<file path="config.mk">
export PLATFORM = sky130hd
export DESIGN_NAME = encoder_speed_trimmed_mean_filter
export DESIGN_NICKNAME = d
export VERILOG_FILES = /design/src/esf_pkg.sv /design/src/encoder_speed_trimmed_mean_filter.sv /design/src/esf_div.sv
export SDC_FILE = /design/constraint.sdc
export NUM_CORES = 2
export LEC_CHECK = 0
export BUFFER_PORTS_ARGS = -buffer_cell sky130_fd_sc_hd__buf_2
export CORE_ASPECT_RATIO = 0.6
export CORE_MARGIN = 2
export CORE_UTILIZATION = 30
export DETAILED_ROUTE_END_ITERATION = 7
export PLACE_DENSITY = 0.45
export SKIP_CTS_REPAIR_TIMING = 1
export SYNTH_ARGS = -nofsm -noshare
export SYNTH_HDL_FRONTEND = slang
export SYNTH_SLANG_ARGS = --single-unit
</file>
<file path="constraint.sdc">
create_clock -name i_clk -period 19.3 [get_ports i_clk]
set_clock_uncertainty 0.2 [all_clocks]
set_input_delay 0.965 -clock i_clk [delete_from_list [all_inputs] [get_ports i_clk]]
set_output_delay 0.965 -clock i_clk [all_outputs]
set_load 0.02 [all_outputs]
</file>
<file path="src/esf_pkg.sv">
// Shared constants for the encoder speed trimmed-mean filter.
// Used by esf_div, the top level and the port checker; depends on nothing.
`default_nettype none

package esf_pkg;

    localparam int WINDOW_SIZE    = 10;
    localparam int TRIM_EACH_SIDE = 2;
    localparam int TRIM_EFF       = (2 * TRIM_EACH_SIDE >= WINDOW_SIZE) ?
                                    (WINDOW_SIZE - 1) / 2 : TRIM_EACH_SIDE;
    localparam int AVG_CNT        = WINDOW_SIZE - 2 * TRIM_EFF;
    localparam int IDX_W          = $clog2(WINDOW_SIZE);
    localparam int SUM_W          = 32 + $clog2(WINDOW_SIZE);

    localparam int DATA_W         = 32;
    localparam int CFG_W          = 16;
    localparam int DIV_W          = 57;
    localparam int DIV_CNT_W      = $clog2(DIV_W + 1);
    localparam int PROD_W         = 49;
    localparam int FILT_W         = 36;
    localparam int GEAR_FRAC      = 16;
    localparam int ENC_LIMIT_LOG2 = 40;

    localparam logic signed [16:0] RPM_SCALE  = 17'sd60000;
    localparam logic [CFG_W-1:0]   FILT_DEN   = 16'd10;
    localparam logic [CFG_W-1:0]   CPR_RESET  = 16'd52;
    localparam logic [CFG_W-1:0]   GEAR_RESET = 16'd256;

    localparam logic CFG_COUNTS_PER_REV = 1'b0;
    localparam logic CFG_GEAR_RATIO     = 1'b1;

endpackage

`default_nettype wire

</file>
<file path="src/encoder_speed_trimmed_mean_filter.sv">
// Top level of the encoder speed trimmed-mean filter: sequencer, sample line, sorter.
// Depends on esf_pkg and instantiates esf_div.
`default_nettype none

// Each accepted position gives one rpm sample: the position change times 60000 is
// divided by counts_per_rev, limited, shifted to Q16 and divided by gear_ratio, all
// through one shared radix-2 divider of 57 steps. An ordinary transaction holds the
// input stalled for two divisions and the sequencing states around them.
// Every tenth transaction also sorts the window with one compare-exchange unit
// (9 passes) and runs two more divisions for the trimmed mean and the low pass,
// stalling the input longer while an earlier result still waits at the output;
// only that transaction produces a result.
// The result waits in an output register, and the block accepts new positions
// while it is held.
module encoder_speed_trimmed_mean_filter (
    input  wire logic                               i_clk,
    input  wire logic                               i_rst_n,
    input  wire logic                               i_in_valid,
    output logic                                    o_in_stall,
    input  wire logic signed [esf_pkg::DATA_W-1:0]  i_position_count,
    output logic                                    o_out_valid,
    input  wire logic                               i_out_stall,
    output logic signed [esf_pkg::DATA_W-1:0]       o_filtered_speed,
    output logic signed [esf_pkg::DATA_W-1:0]       o_trimmed_mean_speed,
    input  wire logic                               i_cfg_we,
    input  wire logic                               i_cfg_idx,
    input  wire logic [esf_pkg::CFG_W-1:0]          i_cfg_data
);

    typedef enum logic [3:0] {
        S_IDLE, S_SCALE, S_RPM_GO, S_RPM_WAIT, S_GEAR_GO, S_GEAR_WAIT,
        S_FLUSH, S_CMP, S_AVG_GO, S_AVG_WAIT, S_FILT_GO, S_FILT_WAIT, S_EMIT
    } t_state;

    localparam int NL = esf_pkg::WINDOW_SIZE - 1;
    localparam logic [esf_pkg::DIV_W-1:0] ENC_LIMIT =
        esf_pkg::DIV_W'(1) << esf_pkg::ENC_LIMIT_LOG2;
    localparam logic [esf_pkg::DIV_W-1:0] SAT_POS = (esf_pkg::DIV_W'(1) << 31) - 1'b1;
    localparam logic [esf_pkg::DIV_W-1:0] SAT_NEG = esf_pkg::DIV_W'(1) << 31;

    t_state                                r_state, n_state;
    logic [esf_pkg::CFG_W-1:0]             r_cpr, n_cpr;
    logic [esf_pkg::CFG_W-1:0]             r_gear, n_gear;
    logic signed [esf_pkg::DATA_W-1:0]     r_last, n_last;
    logic signed [esf_pkg::DATA_W-1:0]     r_filt_mem, n_filt_mem;
    logic [esf_pkg::IDX_W-1:0]             r_idx, n_idx;
    logic [esf_pkg::IDX_W-1:0]             r_pass, n_pass;
    logic [esf_pkg::IDX_W-1:0]             r_step, n_step;
    logic                                  r_out_valid, n_out_valid;

    logic signed [32:0]                    r_delta, n_delta;
    logic signed [esf_pkg::PROD_W-1:0]     r_prod, n_prod;
    logic                                  r_neg, n_neg;
    logic signed [esf_pkg::DATA_W-1:0]     r_line [NL], n_line [NL];
    logic signed [esf_pkg::DATA_W-1:0]     r_hold, n_hold;
    logic signed [esf_pkg::SUM_W-1:0]      r_sum, n_sum;
    logic signed [esf_pkg::DATA_W-1:0]     r_avg, n_avg;
    logic signed [esf_pkg::DATA_W-1:0]     r_filtered, n_filtered;
    logic signed [esf_pkg::DATA_W-1:0]     r_trimmed, n_trimmed;

    logic                                  w_div_start;
    logic [esf_pkg::DIV_W-1:0]             w_div_dividend;
    logic [esf_pkg::CFG_W-1:0]             w_div_divisor;
    logic                                  w_div_done;
    logic [esf_pkg::DIV_W-1:0]             w_div_quo;

    logic signed [esf_pkg::PROD_W-1:0]     w_prod_full;
    logic signed [esf_pkg::PROD_W-1:0]     w_prod_mag;
    logic signed [esf_pkg::SUM_W-1:0]      w_sum_mag;
    logic signed [esf_pkg::FILT_W-1:0]     w_avg_x, w_old_x, w_filt, w_filt_mag;
    logic [esf_pkg::DIV_W-1:0]             w_clamp;
    logic [esf_pkg::CFG_W-1:0]             w_cpr_eff, w_gear_eff;
    logic signed [esf_pkg::DATA_W-1:0]     w_motor, w_mn, w_mx, w_qs;
    logic                                  w_last_pass, w_in_mn, w_in_mx;

    esf_div u_div (
        .i_clk      (i_clk),
        .i_rst_n    (i_rst_n),
        .i_start    (w_div_start),
        .i_dividend (w_div_dividend),
        .i_divisor  (w_div_divisor),
        .o_done     (w_div_done),
        .o_quotient (w_div_quo)
    );

    always_comb begin
        w_prod_full = r_delta * esf_pkg::RPM_SCALE;
        w_prod_mag  = r_prod[esf_pkg::PROD_W-1] ? -r_prod : r_prod;
        w_sum_mag   = r_sum[esf_pkg::SUM_W-1] ? -r_sum : r_sum;
        w_avg_x     = esf_pkg::FILT_W'(r_avg);
        w_old_x     = esf_pkg::FILT_W'(r_filt_mem);
        w_filt      = (w_avg_x <<< 1) + w_avg_x + (w_old_x <<< 3) - w_old_x;
        w_filt_mag  = w_filt[esf_pkg::FILT_W-1] ? -w_filt : w_filt;
        w_clamp     = (w_div_quo > ENC_LIMIT) ? ENC_LIMIT : w_div_quo;
        w_cpr_eff   = (r_cpr == '0) ? esf_pkg::CFG_W'(1) : r_cpr;
        w_gear_eff  = (r_gear == '0) ? esf_pkg::CFG_W'(1) : r_gear;
        w_qs        = r_neg ? -w_div_quo[esf_pkg::DATA_W-1:0]
                            : w_div_quo[esf_pkg::DATA_W-1:0];

        if (!r_neg) begin
            w_motor = (w_div_quo > SAT_POS) ? SAT_POS[esf_pkg::DATA_W-1:0]
                                            : w_div_quo[esf_pkg::DATA_W-1:0];
        end else begin
            w_motor = (w_div_quo > SAT_NEG) ? SAT_NEG[esf_pkg::DATA_W-1:0]
                                            : -w_div_quo[esf_pkg::DATA_W-1:0];
        end

        w_mn        = (r_line[0] < r_hold) ? r_line[0] : r_hold;
        w_mx        = (r_line[0] < r_hold) ? r_hold : r_line[0];
        w_last_pass = (r_pass == esf_pkg::IDX_W'(NL - 1));
        w_in_mn     = w_last_pass && (r_step >= esf_pkg::IDX_W'(esf_pkg::TRIM_EFF))
                      && (r_step <= esf_pkg::IDX_W'(NL - esf_pkg::TRIM_EFF));
        w_in_mx     = w_last_pass && (r_step == esf_pkg::IDX_W'(NL - 1))
                      && (esf_pkg::TRIM_EFF == 0);

        w_div_start    = 1'b0;
        w_div_dividend = '0;
        w_div_divisor  = w_cpr_eff;
        case (r_state)
            S_RPM_GO: begin
                w_div_start    = 1'b1;
                w_div_dividend = esf_pkg::DIV_W'($unsigned(w_prod_mag));
                w_div_divisor  = w_cpr_eff;
            end
            S_GEAR_GO: begin
                w_div_start    = 1'b1;
                w_div_dividend = {w_clamp[esf_pkg::DIV_W-esf_pkg::GEAR_FRAC-1:0],
                                  esf_pkg::GEAR_FRAC'(0)};
                w_div_divisor  = w_gear_eff;
            end
            S_AVG_GO: begin
                w_div_start    = 1'b1;
                w_div_dividend = esf_pkg::DIV_W'($unsigned(w_sum_mag));
                w_div_divisor  = esf_pkg::CFG_W'(esf_pkg::AVG_CNT);
            end
            S_FILT_GO: begin
                w_div_start    = 1'b1;
                w_div_dividend = esf_pkg::DIV_W'($unsigned(w_filt_mag));
                w_div_divisor  = esf_pkg::FILT_DEN;
            end
            default: begin
                w_div_start    = 1'b0;
            end
        endcase
    end

    always_comb begin
        n_state     = r_state;
        n_cpr       = r_cpr;
        n_gear      = r_gear;
        n_last      = r_last;
        n_filt_mem  = r_filt_mem;
        n_idx       = r_idx;
        n_pass      = r_pass;
        n_step      = r_step;
        n_out_valid = r_out_valid;
        n_delta     = r_delta;
        n_prod      = r_prod;
        n_neg       = r_neg;
        n_line      = r_line;
        n_hold      = r_hold;
        n_sum       = r_sum;
        n_avg       = r_avg;
        n_filtered  = r_filtered;
        n_trimmed   = r_trimmed;

        if (i_cfg_we) begin
            if (i_cfg_idx == esf_pkg::CFG_COUNTS_PER_REV) begin
                n_cpr = i_cfg_data;
            end else begin
                n_gear = i_cfg_data;
            end
        end

        if (r_out_valid && !i_out_stall) begin
            n_out_valid = 1'b0;
        end

        case (r_state)
            S_IDLE: begin
                if (i_in_valid) begin
                    n_delta = {i_position_count[31], i_position_count}
                              - {r_last[31], r_last};
                    n_last  = i_position_count;
                    n_state = S_SCALE;
                end
            end
            S_SCALE: begin
                n_prod  = w_prod_full;
                n_state = S_RPM_GO;
            end
            S_RPM_GO: begin
                n_neg   = r_prod[esf_pkg::PROD_W-1];
                n_state = S_RPM_WAIT;
            end
            S_RPM_WAIT: begin
                if (w_div_done) begin
                    n_state = S_GEAR_GO;
                end
            end
            S_GEAR_GO: begin
                n_state = S_GEAR_WAIT;
            end
            S_GEAR_WAIT: begin
                if (w_div_done) begin
                    for (int i = 0; i < NL - 1; i++) begin
                        n_line[i] = r_line[i+1];
                    end
                    n_line[NL-1] = r_hold;
                    n_hold       = w_motor;
                    if (r_idx == esf_pkg::IDX_W'(NL)) begin
                        n_idx   = '0;
                        n_pass  = '0;
                        n_sum   = '0;
                        n_state = S_FLUSH;
                    end else begin
                        n_idx   = r_idx + 1'b1;
                        n_state = S_IDLE;
                    end
                end
            end
            S_FLUSH: begin
                for (int i = 0; i < NL - 1; i++) begin
                    n_line[i] = r_line[i+1];
                end
                n_line[NL-1] = r_hold;
                n_hold       = r_line[0];
                n_step       = '0;
                n_state      = S_CMP;
            end
            S_CMP: begin
                for (int i = 0; i < NL - 1; i++) begin
                    n_line[i] = r_line[i+1];
                end
                n_line[NL-1] = w_mn;
                n_hold       = w_mx;
                n_sum        = r_sum
                               + (w_in_mn ? esf_pkg::SUM_W'(w_mn) : esf_pkg::SUM_W'(0))
                               + (w_in_mx ? esf_pkg::SUM_W'(w_mx) : esf_pkg::SUM_W'(0));
                n_step       = r_step + 1'b1;
                if (r_step == esf_pkg::IDX_W'(NL - 1)) begin
                    if (w_last_pass) begin
                        n_state = S_AVG_GO;
                    end else begin
                        n_pass  = r_pass + 1'b1;
                        n_state = S_FLUSH;
                    end
                end
            end
            S_AVG_GO: begin
                n_neg   = r_sum[esf_pkg::SUM_W-1];
                n_state = S_AVG_WAIT;
            end
            S_AVG_WAIT: begin
                if (w_div_done) begin
                    n_avg   = w_qs;
                    n_state = S_FILT_GO;
                end
            end
            S_FILT_GO: begin
                n_neg   = w_filt[esf_pkg::FILT_W-1];
                n_state = S_FILT_WAIT;
            end
            S_FILT_WAIT: begin
                if (w_div_done) begin
                    n_filt_mem = w_qs;
                    n_state    = S_EMIT;
                end
            end
            S_EMIT: begin
                if (!r_out_valid || !i_out_stall) begin
                    n_filtered  = r_filt_mem;
                    n_trimmed   = r_avg;
                    n_out_valid = 1'b1;
                    n_state     = S_IDLE;
                end
            end
            default: begin
                n_state = S_IDLE;
            end
        endcase
    end

    always_ff @(posedge i_clk) begin
        if (!i_rst_n) begin
            r_state     <= S_IDLE;
            r_cpr       <= esf_pkg::CPR_RESET;
            r_gear      <= esf_pkg::GEAR_RESET;
            r_last      <= '0;
            r_filt_mem  <= '0;
            r_idx       <= '0;
            r_pass      <= '0;
            r_step      <= '0;
            r_out_valid <= 1'b0;
            r_filtered  <= '0;
            r_trimmed   <= '0;
        end else begin
            r_state     <= n_state;
            r_cpr       <= n_cpr;
            r_gear      <= n_gear;
            r_last      <= n_last;
            r_filt_mem  <= n_filt_mem;
            r_idx       <= n_idx;
            r_pass      <= n_pass;
            r_step      <= n_step;
            r_out_valid <= n_out_valid;
            r_filtered  <= n_filtered;
            r_trimmed   <= n_trimmed;
        end
    end

    always_ff @(posedge i_clk) begin
        r_delta    <= n_delta;
        r_prod     <= n_prod;
        r_neg      <= n_neg;
        r_line     <= n_line;
        r_hold     <= n_hold;
        r_sum      <= n_sum;
        r_avg      <= n_avg;
    end

    assign o_in_stall           = (r_state != S_IDLE);
    assign o_out_valid          = r_out_valid;
    assign o_filtered_speed     = r_filtered;
    assign o_trimmed_mean_speed = r_trimmed;

endmodule

`default_nettype wire

</file>
<file path="src/esf_div.sv">
// Radix-2 restoring divider, unsigned, one quotient bit per clock.
// Depends on esf_pkg for the dividend and divisor widths.
`default_nettype none

module esf_div (
    input  wire logic                          i_clk,
    input  wire logic                          i_rst_n,
    input  wire logic                          i_start,
    input  wire logic [esf_pkg::DIV_W-1:0]     i_dividend,
    input  wire logic [esf_pkg::CFG_W-1:0]     i_divisor,
    output logic                               o_done,
    output logic [esf_pkg::DIV_W-1:0]          o_quotient
);

    logic [esf_pkg::DIV_CNT_W-1:0] r_cnt;
    logic                          r_done;
    logic [esf_pkg::DIV_W-1:0]     r_quo;
    logic [esf_pkg::CFG_W-1:0]     r_rem;
    logic [esf_pkg::CFG_W-1:0]     r_dsr;

    logic [esf_pkg::CFG_W:0]       w_trial;
    logic [esf_pkg::CFG_W-1:0]     w_diff;
    logic                          w_fit;

    always_comb begin
        w_trial = {r_rem, r_quo[esf_pkg::DIV_W-1]};
        w_diff  = w_trial[esf_pkg::CFG_W-1:0] - r_dsr;
        w_fit   = (w_trial >= {1'b0, r_dsr});
    end

    always_ff @(posedge i_clk) begin
        if (!i_rst_n) begin
            r_cnt  <= '0;
            r_done <= 1'b0;
        end else begin
            r_done <= 1'b0;
            if (i_start) begin
                r_cnt <= esf_pkg::DIV_CNT_W'(esf_pkg::DIV_W);
            end else if (r_cnt != '0) begin
                r_cnt <= r_cnt - 1'b1;
                if (r_cnt == esf_pkg::DIV_CNT_W'(1)) begin
                    r_done <= 1'b1;
                end
            end
        end
    end

    always_ff @(posedge i_clk) begin
        if (i_start) begin
            r_quo <= i_dividend;
            r_rem <= '0;
            r_dsr <= i_divisor;
        end else if (r_cnt != '0) begin
            r_quo <= {r_quo[esf_pkg::DIV_W-2:0], w_fit};
            r_rem <= w_fit ? w_diff : w_trial[esf_pkg::CFG_W-1:0];
        end
    end

    assign o_done     = r_done;
    assign o_quotient = r_quo;

endmodule

`default_nettype wire

</file>
==> summary.md <==
| Metric | Value |
|---|---|
| Total negative slack | 0 ps |
| CTS tree | done |
| Post-DP HPWL | 101000 um |
| Net Count, Synth | 5176 |
| Seq/Total Area, Yosys | 42.8% |
| CTS Buf Count | 80 |
| Die ar. | 161000 um2 |
| Vias post-DR | 33347 |
| Rel. slew slack | 20.7% |
| Ports | 120 |
| Synth warnings | 0 |
| First-pass GRT wire length | 204000 um |
| CP arrival | 7520 ps |
| Mapped Cells | 4570 |
| Ys flop type | edfxtp_1 |
| 1st-iter DRT viols | 3047 |
| Core Rows | 112 |
| Worst path required time | 19540 ps |
| Initial antenna violation count | 11 |
| RSZ-0062 raised after global routing | no |
| Clock transition at the registers of the reported paths | 70 ps |
| Clk buf depth | 3 |
| GRT overflow | 0 |
| Share of layout cells above drive strength 1 | 7.84% |
| Crit share post-route | 37.7% |
| IO Port Bufs | 119 |
| Syn_area_per_cell | 10.3 um2 |
| Wirelength per Cell | 19.6 um |
| Die H | 311 um |
| Max Fclk | 137 MHz |
| FF+latch count, synth | 739 |
| Area delta synth->final | 12.1% |
| Die W | 516 um |
| Run status | completed |
| DRT antenna net count | 0 |
| H-tree depth | 3 |
| Library cells used by synthesis | 83 |
| Initial Utilization | 30.3% |
| Hold Crit Class | flop to flop |
| Worst Tran Pin Value | 1190 ps |
| DRT Pass-1 Iters | 6 |
| Fraction of registers with async set/reset | 0% |
| Nets | 5244 |
| Wirelength, routed | 134000 um |
| Commonest non-fill, non-tap cells in the layout | inv_1 (550), edfxtp_1 (539), nand2_1 (477) |
| Max-slew violation count | 0 |
| Post-synth EDFFs | 539 |
| Most common cell after layout, fill and taps aside | inv_1 |
| Crit start category | flop |
| Core area | 156000 um2 |
| Worst skew pair latency | 710 ps |
| Minimum clock period | 7280 ps |
| Worst setup path class | flop to flop |
| Final Hold Vio Count | 0 |
| Number of global-route vias before repair | 32153 |
| Vias/cell | 4.89 |
| Clock Sink Count | 739 |
| Max cap viols | 0 |
| Setup violators final | 0 |
| Root Buffer | clkbuf_16 |
| DRC | 0 |
| Largest net degree at the start of global routing | 179 |
| Crit. End Element | flop |
| GP Congestion | 0.867 |
| Max FO, Critical Path | 19 |
| Total GRT Usage | 16.6% |
| Post-Syn Area | 47200 um2 |
[area by class of cell]
type	count	area, um2
Inverter	555	2080
Antenna cell	4	10.0
Sequential cell	739	20200
Clock buffer	98	2140
Clock inverter	52	636
Multi-Input combinational cell	3100	24200
Fill cell	15946	103000
Timing Repair Buffer	162	933
Tap cell	2109	2640
[path summary, 6_finish.rpt]
check | depth (start not counted) | slack, ps | end | from
max | 24 | 12020 | r_sum[34]$_SDFFCE_PN0P_ | r_line[265]$_DFFE_PP_
min | 0 | 210 | r_line[280]$_DFFE_PP_ | r_line[248]$_DFFE_PP_
max reg2reg | 24 | 12020 | r_sum[34]$_SDFFCE_PN0P_ | r_line[265]$_DFFE_PP_
min reg2reg | 0 | 210 | r_line[280]$_DFFE_PP_ | r_line[248]$_DFFE_PP_
[critical path, cell delays in order, from the launching register on]
cell and delay [ps]:
edfxtp_1 450, ha_1 330, a2111oi_0 660, o21ai_0 200, a21oi_1 270, o21a_1 190, o21ai_0 130, a31oi_1 590
nand2_2 420, buf_4 380, nand2_1 110, a21oi_1 70, ha_1 230, fa_1 430, a211oi_1 310, o21bai_1 180
a211oi_1 350, o31a_1 240, o31ai_1 160, o21ai_0 420, o211ai_1 200, a21oi_1 170, o21bai_1 90, xnor2_1 150
nor2_1 50
[per-layer routing]
metal / share of wire [%] / GRT usage (%) / vias up
met5: 0.017 / 0 / -
met4: 1.2 / 2.44 / 4
met3: 6.7 / 3.53 / 112
met2: 36 / 20.5 / 827
met1: 57 / 28.3 / 16287
li1: - / - / 16117
[per-stage QoR]
step           hold slack [ps]  setup WS [ps]  area, um2  std cells  utilization [%]
6_report                   209          12020      52900       6819             33.9
3_3_place_gp               200          12110      50100       6665             32.1
4_1_cts                    206          12120      52900       6815             33.9
5_1_grt                    216          11520      52900       6815             33.9
3_5_place_dp               205          12150      50100       6665             32.1
2_1_floorplan              200           4050      47200       4570                -
[sequential cells by signal, indices dropped and copies added, names as in the netlist, 4 cells and up]
register	cells
r_line	288
u_div.o_quotient	57
r_prod	44
r_sum	36
r_delta	33
o_filtered_speed	32
o_trimmed_mean_speed	32
r_avg	32
r_filt_mem	32
r_hold	32
r_last	32
r_cpr	16
r_gear	16
u_div.r_dsr	16
u_div.r_rem	16
u_div.r_cnt	6
r_idx	4
r_pass	4
r_state	4
r_step	4
[logic make-up (layout without fill, tap and decap cells)]
group	after synthesis	count (layout)	synth area share (%)
flops	739	739	42.8
simple gates	1207	1207	12.1
buf+inv	731	867	5.96
other cells	0	4	0
xor+xnor	256	256	4.75
fa+ha+maj	552	552	18.2
mux	110	110	2.42
compound gates	975	975	13.8
[cell usage after synthesis (9+ instances only)]
master / number / area, um2
xnor2_1: 156 / 1370
or2_2: 16 / 100
a22oi_1: 12 / 90.1
a221oi_1: 26 / 228
nand3_1: 53 / 265
o211a_1: 12 / 120
a21boi_0: 145 / 1090
mux2i_1: 76 / 761
and3_1: 21 / 131
inv_1: 554 / 2080
and2_1: 24 / 150
o31ai_1: 39 / 293
o21bai_1: 19 / 143
dfxtp_1: 200 / 4000
o21a_1: 23 / 173
mux2_2: 34 / 383
buf_1: 12 / 45.0
a21o_1: 90 / 676
a211o_1: 10 / 87.6
ha_1: 329 / 4120
nor2b_1: 56 / 350
o21ai_0: 183 / 916
nand2b_1: 26 / 163
o211ai_1: 21 / 158
o22ai_1: 11 / 68.8
nand3b_1: 31 / 233
fa_1: 223 / 4460
a211oi_1: 26 / 195
clkbuf_1: 149 / 559
nor2_1: 274 / 1030
nand4b_1: 9 / 78.8
o21ai_1: 14 / 70.1
edfxtp_1: 539 / 16200
xor2_1: 100 / 876
a22o_1: 21 / 184
o41ai_1: 12 / 105
nor4_1: 27 / 169
a31oi_1: 50 / 313
a21oi_1: 195 / 976
or3_1: 45 / 282
nand2_1: 478 / 1790
nand4_1: 38 / 238
or4_1: 17 / 128
nor3_1: 58 / 290
Power is not shown: default switching activity piles up to over one toggle a cycle in this logic, so the estimate is an artifact.
